===== config.mk =====
export PLATFORM = sky130hd
export DESIGN_NAME = polynomial_easing_curve_flat
export DESIGN_NICKNAME = d
export VERILOG_FILES = /design/src/rtl/pec_pkg.sv /design/src/rtl/pec_stream_if.sv /design/src/rtl/polynomial_easing_curve.sv /design/src/rtl/pec_divider.sv /design/src/flat_wrapper.sv
export SDC_FILE = /design/constraint.sdc
export NUM_CORES = 2
export LEC_CHECK = 0
export BUFFER_PORTS_ARGS = -buffer_cell sky130_fd_sc_hd__buf_2
export CELL_PAD_IN_SITES_DETAIL_PLACEMENT = 1
export CELL_PAD_IN_SITES_GLOBAL_PLACEMENT = 2
export CORE_ASPECT_RATIO = 1.4
export CORE_UTILIZATION = 48
export CTS_CLUSTER_DIAMETER = 120
export CTS_CLUSTER_SIZE = 28
export DETAILED_ROUTE_END_ITERATION = 8
export GPL_TIMING_DRIVEN = 0
export PLACE_DENSITY = 0.86
export SETUP_SLACK_MARGIN = 0.02
export SYNTH_ARGS = -nofsm -noshare
export SYNTH_HDL_FRONTEND = slang
export SYNTH_SLANG_ARGS = --single-unit

===== constraint.sdc =====
create_clock -name clk -period 78.7 [get_ports clk]
set_input_delay 15.74 -clock clk [delete_from_list [all_inputs] [get_ports clk]]
set_output_delay 15.74 -clock clk [all_outputs]
set_load 0.05 [all_outputs]

===== src/rtl/pec_pkg.sv =====
// Shared types, constants and helper functions for the polynomial easing curve.
// Used by the stream interfaces, the divider and the top level; depends on nothing.
`default_nettype none

package pec_pkg;

  // Payload widths.
  localparam int unsigned POS_W  = 16;
  localparam int unsigned VAL_W  = 16;
  localparam int unsigned PROD_W = 48;
  localparam int unsigned NUM_W  = 49;
  localparam int unsigned QUO_W  = 34;

  // Configuration port.
  localparam int unsigned CFG_IDX_W  = 2;
  localparam int unsigned CFG_DATA_W = 3;

  typedef enum logic [CFG_IDX_W-1:0] {
    CFG_CURVE_KIND = 2'd0,
    CFG_WIDE_MODE  = 2'd1
  } pec_cfg_idx_t;

  typedef enum logic [2:0] {
    CURVE_IN_OUT_QUAD  = 3'd0,
    CURVE_IN_OUT_CUBIC = 3'd1,
    CURVE_OUT_QUAD     = 3'd2,
    CURVE_IN_CUBIC     = 3'd3,
    CURVE_OUT_CUBIC    = 3'd4
  } pec_curve_t;

  // Full-scale values and the mirror point of the in-out curves.
  localparam logic [VAL_W-1:0] MAX_WIDE        = 16'hFFFF;
  localparam logic [VAL_W-1:0] MAX_NARROW      = 16'h00FF;
  localparam logic [VAL_W-1:0] MID_WIDE        = 16'd32768;
  localparam logic [VAL_W-1:0] MID_NARROW      = 16'd128;

  // Rounding offsets: half of MAX and half of MAX squared, rounded down.
  localparam logic [NUM_W-1:0] RND_WIDE        = 49'd32767;
  localparam logic [NUM_W-1:0] RND_NARROW      = 49'd127;
  localparam logic [NUM_W-1:0] RND_SQ_WIDE     = 49'd2147418112;
  localparam logic [NUM_W-1:0] RND_SQ_NARROW   = 49'd32512;

  // Per-word control that travels down the pipeline next to the data.
  typedef struct packed {
    logic             wide;    // 16-bit curve
    logic             cubic;   // divide by MAX squared
    logic             mirror;  // result is MAX minus quotient
    logic             zero;    // unused curve code, result is zero
    logic [1:0]       ksh;     // numerator scale: shift by 0, 1 or 2
    logic [VAL_W-1:0] q_byp;   // quotient of the first division
  } pec_side_t;

  // High digit of a remainder word in base 256 or base 65536.
  function automatic logic [QUO_W-1:0] pec_hi(input logic [QUO_W-1:0] r, input logic wide);
    return wide ? (r >> 16) : (r >> 8);
  endfunction

  // Low digit of a remainder word in base 256 or base 65536.
  function automatic logic [QUO_W-1:0] pec_lo(input logic [QUO_W-1:0] r, input logic wide);
    return wide ? {18'd0, r[15:0]} : {26'd0, r[7:0]};
  endfunction

endpackage

`default_nettype wire


===== src/rtl/pec_stream_if.sv =====
// Valid/ready stream interfaces for the position words and the eased result words.
// Depends on pec_pkg for the payload widths.
`default_nettype none

interface pec_in_if import pec_pkg::*; ();
  logic             valid;
  logic             ready;
  logic [POS_W-1:0] position;

  modport source (output valid, output position, input ready);
  modport sink   (input valid, input position, output ready);
endinterface

interface pec_out_if import pec_pkg::*; ();
  logic             valid;
  logic             ready;
  logic [VAL_W-1:0] eased_value;

  modport source (output valid, output eased_value, input ready);
  modport sink   (input valid, input eased_value, output ready);
endinterface

`default_nettype wire


===== src/rtl/polynomial_easing_curve.sv =====
// Top level of the polynomial easing curve: decode, multiply, two divisions, mirror.
// Depends on pec_pkg, pec_stream_if and pec_divider.
`default_nettype none

// Maps each position word to its eased value on the selected curve, rounding to
// nearest. The block takes one word per clock while its output is not stalled: four
// stages select the operand, square it, cube it and add the rounding offset, then
// two five-stage divide-by-MAX pipelines form the quotient (quadratic curves use
// the first division only), and one stage mirrors the result into the output
// register. A stalled output holds the whole pipeline in place. Curve codes 5 to 7
// return zero. The user must write curve_kind and wide_mode through cfg_we, cfg_index
// and cfg_data only while no word is in flight; the block does not enforce this.
module polynomial_easing_curve import pec_pkg::*; (
  input  wire logic                  clk,
  input  wire logic                  rst_n,
  pec_in_if.sink                     in_ch,
  pec_out_if.source                  out_ch,
  input  wire logic                  cfg_we,
  input  wire logic [CFG_IDX_W-1:0]  cfg_index,
  input  wire logic [CFG_DATA_W-1:0] cfg_data
);

  logic [2:0]        curve_kind_r;
  logic              wide_mode_r;

  logic              adv;
  logic              v1_r, v2_r, v3_r, v4_r;
  pec_side_t         side1_r, side2_r, side3_r, side4_r;
  pec_side_t         side1_nxt;
  logic [POS_W-1:0]  x1_r, x2_r;
  logic [POS_W-1:0]  x1_nxt;
  logic [31:0]       sq2_r;
  logic [PROD_W-1:0] t3_r;
  logic [NUM_W-1:0]  num4_r;
  logic [NUM_W-1:0]  num4_nxt;

  logic [POS_W-1:0]  pos;
  logic [VAL_W-1:0]  top;
  logic [VAL_W-1:0]  rev_pos;
  logic              below_mid;

  logic              va;
  pec_side_t         side_a;
  pec_side_t         side_b_in;
  logic [QUO_W-1:0]  quo_a;
  logic              vb;
  pec_side_t         side_b;
  logic [QUO_W-1:0]  quo_b;

  logic              out_valid_r;
  logic [VAL_W-1:0]  out_value_r;
  logic [VAL_W-1:0]  out_value_nxt;
  logic [VAL_W-1:0]  quo_fin;
  logic [VAL_W-1:0]  top_fin;

  // Configuration registers.
  always_ff @(posedge clk) begin
    if (!rst_n) begin
      curve_kind_r <= 3'd0;
      wide_mode_r  <= 1'b1;
    end else if (cfg_we) begin
      unique case (cfg_index)
        CFG_CURVE_KIND: curve_kind_r <= cfg_data;
        CFG_WIDE_MODE:  wide_mode_r  <= cfg_data[0];
        default: ;
      endcase
    end
  end

  // The whole pipeline moves when the output register is empty or being taken.
  assign adv         = !out_valid_r || out_ch.ready;
  assign in_ch.ready = adv;

  // Stage 1: pick the operand (position or its distance to MAX) and the curve controls.
  always_comb begin
    top       = wide_mode_r ? MAX_WIDE : MAX_NARROW;
    pos       = wide_mode_r ? in_ch.position : {8'd0, in_ch.position[7:0]};
    rev_pos   = top - pos;
    below_mid = pos < (wide_mode_r ? MID_WIDE : MID_NARROW);
    side1_nxt = '{wide: wide_mode_r, cubic: 1'b0, mirror: 1'b0, zero: 1'b0,
                  ksh: 2'd0, q_byp: '0};
    x1_nxt    = pos;
    unique case (curve_kind_r)
      CURVE_IN_OUT_QUAD: begin
        x1_nxt           = below_mid ? pos : rev_pos;
        side1_nxt.mirror = !below_mid;
        side1_nxt.ksh    = 2'd1;
      end
      CURVE_IN_OUT_CUBIC: begin
        x1_nxt           = below_mid ? pos : rev_pos;
        side1_nxt.mirror = !below_mid;
        side1_nxt.cubic  = 1'b1;
        side1_nxt.ksh    = 2'd2;
      end
      CURVE_OUT_QUAD: begin
        x1_nxt           = rev_pos;
        side1_nxt.mirror = 1'b1;
      end
      CURVE_IN_CUBIC: begin
        x1_nxt           = pos;
        side1_nxt.cubic  = 1'b1;
      end
      CURVE_OUT_CUBIC: begin
        x1_nxt           = rev_pos;
        side1_nxt.mirror = 1'b1;
        side1_nxt.cubic  = 1'b1;
      end
      default: begin
        x1_nxt           = '0;
        side1_nxt.zero   = 1'b1;
      end
    endcase
  end

  // Stage 4 input: scale the power and add half the divisor for rounding.
  always_comb begin
    num4_nxt = ({1'b0, t3_r} << side3_r.ksh)
             + (side3_r.cubic ? (side3_r.wide ? RND_SQ_WIDE : RND_SQ_NARROW)
                              : (side3_r.wide ? RND_WIDE : RND_NARROW));
  end

  // Front stage valid bits.
  always_ff @(posedge clk) begin
    if (!rst_n) begin
      v1_r <= 1'b0;
      v2_r <= 1'b0;
      v3_r <= 1'b0;
      v4_r <= 1'b0;
    end else if (adv) begin
      v1_r <= in_ch.valid;
      v2_r <= v1_r;
      v3_r <= v2_r;
      v4_r <= v3_r;
    end
  end

  // Front stage data: operand, square, cube, numerator.
  always_ff @(posedge clk) begin
    if (adv) begin
      x1_r    <= x1_nxt;
      side1_r <= side1_nxt;
      x2_r    <= x1_r;
      sq2_r   <= {16'd0, x1_r} * {16'd0, x1_r};
      side2_r <= side1_r;
      t3_r    <= side2_r.cubic ? ({16'd0, sq2_r} * {32'd0, x2_r}) : {16'd0, sq2_r};
      side3_r <= side2_r;
      num4_r  <= num4_nxt;
      side4_r <= side3_r;
    end
  end

  // First division by MAX: the final quotient for the quadratic curves.
  pec_divider u_div_a (
    .clk      (clk),
    .rst_n    (rst_n),
    .adv      (adv),
    .in_vld   (v4_r),
    .in_side  (side4_r),
    .in_num   (num4_r),
    .out_vld  (va),
    .out_side (side_a),
    .out_quo  (quo_a)
  );

  // Keep the first quotient alongside for the quadratic curves.
  always_comb begin
    side_b_in       = side_a;
    side_b_in.q_byp = quo_a[VAL_W-1:0];
  end

  // Second division by MAX completes the division by MAX squared.
  pec_divider u_div_b (
    .clk      (clk),
    .rst_n    (rst_n),
    .adv      (adv),
    .in_vld   (va),
    .in_side  (side_b_in),
    .in_num   ({{(NUM_W-QUO_W){1'b0}}, quo_a}),
    .out_vld  (vb),
    .out_side (side_b),
    .out_quo  (quo_b)
  );

  // Mirror for the out and upper in-out halves; unused codes give zero.
  always_comb begin
    quo_fin = side_b.cubic ? quo_b[VAL_W-1:0] : side_b.q_byp;
    top_fin = side_b.wide ? MAX_WIDE : MAX_NARROW;
    priority if (side_b.zero) begin
      out_value_nxt = '0;
    end else if (side_b.mirror) begin
      out_value_nxt = top_fin - quo_fin;
    end else begin
      out_value_nxt = quo_fin;
    end
  end

  // Output register.
  always_ff @(posedge clk) begin
    if (!rst_n) begin
      out_valid_r <= 1'b0;
    end else if (adv) begin
      out_valid_r <= vb;
    end
  end

  always_ff @(posedge clk) begin
    if (adv) begin
      out_value_r <= out_value_nxt;
    end
  end

  assign out_ch.valid       = out_valid_r;
  assign out_ch.eased_value = out_value_r;

endmodule

`default_nettype wire


===== src/rtl/pec_divider.sv =====
// Pipelined floor division by MAX (255 or 65535) in five stages, four digit
// reductions and one final correction. Depends on pec_pkg.
`default_nettype none

module pec_divider import pec_pkg::*; (
  input  wire logic             clk,
  input  wire logic             rst_n,
  input  wire logic             adv,
  input  wire logic             in_vld,
  input  wire pec_side_t        in_side,
  input  wire logic [NUM_W-1:0] in_num,
  output logic                  out_vld,
  output pec_side_t             out_side,
  output logic [QUO_W-1:0]      out_quo
);

  // With N = a*2^n + b and MAX = 2^n - 1, N = a*MAX + (a + b). Each stage adds
  // a to the quotient and carries a + b on as the new remainder.
  logic             vld_r  [0:4];
  pec_side_t        side_r [0:4];
  logic [QUO_W-1:0] quo_r  [0:3];
  logic [QUO_W-1:0] rem_r  [0:3];
  logic [QUO_W-1:0] quo_fin_r;

  logic [NUM_W-1:0] hi0_wide;
  logic [QUO_W-1:0] hi0;
  logic [QUO_W-1:0] lo0;
  logic [QUO_W-1:0] hi_s   [1:3];
  logic [QUO_W-1:0] lo_s   [1:3];
  logic [QUO_W-1:0] max_fin;

  // First reduction straight from the wide numerator; its high digit fits 34 bits.
  always_comb begin
    hi0_wide = in_side.wide ? (in_num >> 16) : (in_num >> 8);
    hi0      = hi0_wide[QUO_W-1:0];
    lo0      = in_side.wide ? {18'd0, in_num[15:0]} : {26'd0, in_num[7:0]};
  end

  // Digits for the three following reductions.
  always_comb begin
    for (int i = 1; i < 4; i++) begin
      hi_s[i] = pec_hi(rem_r[i-1], side_r[i-1].wide);
      lo_s[i] = pec_lo(rem_r[i-1], side_r[i-1].wide);
    end
  end

  // The remainder is now below twice MAX, so one compare finishes the quotient.
  assign max_fin = side_r[3].wide ? {18'd0, MAX_WIDE} : {18'd0, MAX_NARROW};

  // Valid bits.
  always_ff @(posedge clk) begin
    if (!rst_n) begin
      for (int i = 0; i < 5; i++) vld_r[i] <= 1'b0;
    end else if (adv) begin
      vld_r[0] <= in_vld;
      for (int i = 1; i < 5; i++) vld_r[i] <= vld_r[i-1];
    end
  end

  // Data stages.
  always_ff @(posedge clk) begin
    if (adv) begin
      side_r[0] <= in_side;
      quo_r[0]  <= hi0;
      rem_r[0]  <= hi0 + lo0;
      for (int i = 1; i < 4; i++) begin
        side_r[i] <= side_r[i-1];
        quo_r[i]  <= quo_r[i-1] + hi_s[i];
        rem_r[i]  <= hi_s[i] + lo_s[i];
      end
      side_r[4] <= side_r[3];
      quo_fin_r <= (rem_r[3] >= max_fin) ? quo_r[3] + 34'd1 : quo_r[3];
    end
  end

  assign out_vld  = vld_r[4];
  assign out_side = side_r[4];
  assign out_quo  = quo_fin_r;

endmodule

`default_nettype wire

===== src/flat_wrapper.sv =====
// flat-port wrapper written by rule: the top's interface ports become plain ports
module polynomial_easing_curve_flat import pec_pkg::*;
  (clk, rst_n, cfg_we, cfg_index, cfg_data, in_ch_valid, in_ch_position, in_ch_ready, out_ch_valid, out_ch_eased_value, out_ch_ready);
  pec_in_if in_ch_i ();
  pec_out_if out_ch_i ();
  input  wire logic clk;
  input  wire logic rst_n;
  input  wire logic cfg_we;
  input  wire logic [CFG_IDX_W-1:0] cfg_index;
  input  wire logic [CFG_DATA_W-1:0] cfg_data;
  input wire logic [$bits(in_ch_i.valid)-1:0] in_ch_valid;
  input wire logic [$bits(in_ch_i.position)-1:0] in_ch_position;
  output wire logic [$bits(in_ch_i.ready)-1:0] in_ch_ready;
  output wire logic [$bits(out_ch_i.valid)-1:0] out_ch_valid;
  output wire logic [$bits(out_ch_i.eased_value)-1:0] out_ch_eased_value;
  input wire logic [$bits(out_ch_i.ready)-1:0] out_ch_ready;
  assign in_ch_i.valid = in_ch_valid;
  assign in_ch_i.position = in_ch_position;
  assign in_ch_ready = in_ch_i.ready;
  assign out_ch_valid = out_ch_i.valid;
  assign out_ch_eased_value = out_ch_i.eased_value;
  assign out_ch_i.ready = out_ch_ready;
  polynomial_easing_curve u_core (.clk(clk), .rst_n(rst_n), .in_ch(in_ch_i), .out_ch(out_ch_i), .cfg_we(cfg_we), .cfg_index(cfg_index), .cfg_data(cfg_data));
endmodule

==> flow_summary.ini <==
[floorplanning]
die_y_um = 434
initial_core_util_pct = 48.3
dieArea_um2 = 135000
fp.coreArea_um2 = 132000
std_cell_rows = 158
die_x_um = 310
io_pins = 44

[drt]
ant_nets = 0
drt_iter0_markers = 1798
vias_per_cell = 5.50
avgRoutedWirePerCell_um = 22.8
finalWirelength_um = 178000
drc = 0
via_count = 43000
firstDrtPassIters = 5

[clock_network]
cts_max_path_buffers = 3
cts_sinks = 765
cts_resized = 0
cts_buffers = 34
ctsHtreeMaxLevel = 2
ctsHoldBuffers = 0
cts_tree = built
root_buffer = clkbuf_16
postCtsSetupRepairBufs = 0
clkTransAtPathRegs_ps = 110
clock_latency_ps = 630

[sta]
max_freq_ghz = 0.0299
drv_slew = 0
finalCriticalPeriod_ps = 33440
finalCritPeriodShare_pct = 42.5
slew_headroom_pct = 14.2
hold_violations = 0
skew_ps = 26.2
rsz0062_at_grt = no
tightest_slew_ps = 1280
setup_tns_ps = 0
setup_violations = 0

[setup_path]
cpLargestDelayFamily = buffers and inverters
arrival_ps = 17700
required_ps = 62960
slowest_delay_ps = 450
worstSetupStartpointType = primary input
cp_slowest_cell = clkbuf_4
path_cells = buf_2 -> nor2b_1 -> clkbuf_1 -> inv_1 -> clkbuf_4 -> buf_16 -> buf_16 -> buf_2
path_class = primary input to output pin
endpoint_kind = output pin
crit_buf_inv = 7
cp_max_fo = 69

[job]
max_cap_viol_count = 0

[synth]
synth_ff_type = edfxtp_1
ys_seq_elements = 765
async_flop_share_pct = 0
syn_area_um2 = 63900
ys_types = 83
synth_edf_count = 756
avgSynthCellArea_um2 = 10.8
netlist_instances = 5933
yosysWarnings = 0
ys_seq_area_share_pct = 35.8

[global_route]
grt.total_usage_pct = 26.9
grt_pass1_vias = 47700
grt_overflow_total = 0
antenna_found_initial = 7
grt_max_degree = 76
grt_pass1_wl_um = 272000

[finish]
syn2layout_area_growth_pct = 5.93
drive_gt1_share_pct = 4.68
layout_commonest_cell = inv_1
final_cell_mix = 853 x inv_1, 756 x edfxtp_1, 593 x fa_1
final_nets = 7111

[min_path]
min_path_type = register to register

[placement]
port_buffers = 42
gp_congestion = 0.938
post-dp-hpwl_um = 150000

[outcome]
outcome = finished, final reports clean
-- kinds of logic after synthesis --
logic type,after synthesis,synth area share [%]
XOR/XNOR,425,5.82
multiplexers,210,4.06
buffers and inverters,1032,6.08
AND/OR/NAND/NOR,1666,12.7
flip-flops,765,35.8
AO/OA/AOI/OAI,779,7.90
other,2,0.0117
adder cells (fa/ha/maj),1054,27.6
-- per-layer routing --
metal	up-vias	track usage [%]	part of all wire (%)
met4	2	17.4	7.6
met2	705	54.8	58
met3	392	2.14	2.4
li1	20000	-	-
met1	22000	24.8	32
met5	-	0	0.0056
-- state kept, by name, indices dropped and copies added (netlist names), 6 cells and up --
name,cells
u_core.out_ch.eased_value,16
u_core.num4_r,49
u_core.u_div_b.rem_r,81
u_core.u_div_a.side_r,20
u_core.u_div_b.out_quo,16
u_core.t3_r,48
u_core.side3_r,6
u_core.x2_r,15
u_core.side1_r,6
u_core.u_div_b.side_r,100
u_core.u_div_b.quo_r,64
u_core.u_div_a.out_quo,34
u_core.side2_r,6
u_core.x1_r,16
u_core.sq2_r,31
u_core.u_div_a.rem_r,98
u_core.u_div_a.quo_r,136
-- worst reg2reg max path, delay by kind of cell (launching register included) --
family | cells | cell delay [ps]
adder cells (fa/ha/maj) | 7 | 3470
AO/OA/AOI/OAI | 7 | 1940
buffers and inverters | 4 | 910
AND/OR/NAND/NOR | 3 | 820
flip-flops | 1 | 660
XOR/XNOR | 1 | 180
-- area by class of cell --
type / count / area (µm²)
clock inverters: 9 / 92.6
clock buffers: 38 / 866
well taps: 1760 / 2200
flip-flops and latches: 765 / 22900
diodes: 12 / 30.0
repair buffers: 56 / 568
multi-input cells: 4142 / 37200
inverters: 854 / 3210
fillers: 14400 / 64500
plain buffers: 178 / 684
-- metrics by stage --
step                setup WS (ps)  hold slack [ps]  cell area [µm²]  instances  utilization (%)
floorplan                   26340              400            63900       5939                -
global placement            15680              400            66400       7741             50.2
detailed placement          45240              405            66700       7755             50.5
CTS                         45240              425            67700       7802             51.2
global route                45070              435            67700       7813             51.2
finish                      45260              428            67700       7814             51.2
-- final timing paths --
| check | to | depth (start not counted) | slack [ps] | startpoint |
|---|---|---|---|---|
| worst min-delay path | u_core.u_div_a.side_r[0][84] | 0 | 430 | u_core.u_div_a.side_r[0][62] |
| worst max register to register | u_core.t3_r[47] | 22 | 70480 | u_core.x2_r[1] |
| worst min register to register | u_core.u_div_a.side_r[0][84] | 0 | 430 | u_core.u_div_a.side_r[0][62] |
| worst max-delay path | in_ch_ready | 8 | 45260 | out_ch_ready |
-- cell usage after synthesis, types with 9 or more instances --
library cell	instances	share of area, %
nand4_1	34	0.33
a211oi_1	31	0.36
xnor2_1	296	4.1
mux2_2	120	2.1
o31ai_1	13	0.15
a21oi_1	227	1.8
nor3_1	62	0.49
a21o_1	110	1.3
fa_1	593	19
nor2b_1	101	0.99
and3_1	64	0.63
o21bai_1	26	0.31
xor2_1	129	1.8
nand2_1	564	3.3
o21ai_0	157	1.2
mux2i_1	62	0.97
or3_1	21	0.21
edfxtp_1	756	36
a21boi_0	44	0.52
nand2b_1	45	0.44
a31oi_1	15	0.15
buf_1	15	0.088
ha_1	461	9.0
mux4_2	27	0.95
dfxtp_1	9	0.28
clkbuf_1	160	0.94
nand3_1	97	0.76
and2_1	325	3.2
o21a_1	46	0.54
nor2_1	301	1.8
nor3b_1	10	0.12
inv_1	853	5.0
o211ai_1	19	0.22
Power is not shown: default switching activity piles up to over one toggle a cycle in this logic, so the estimate is an artifact.
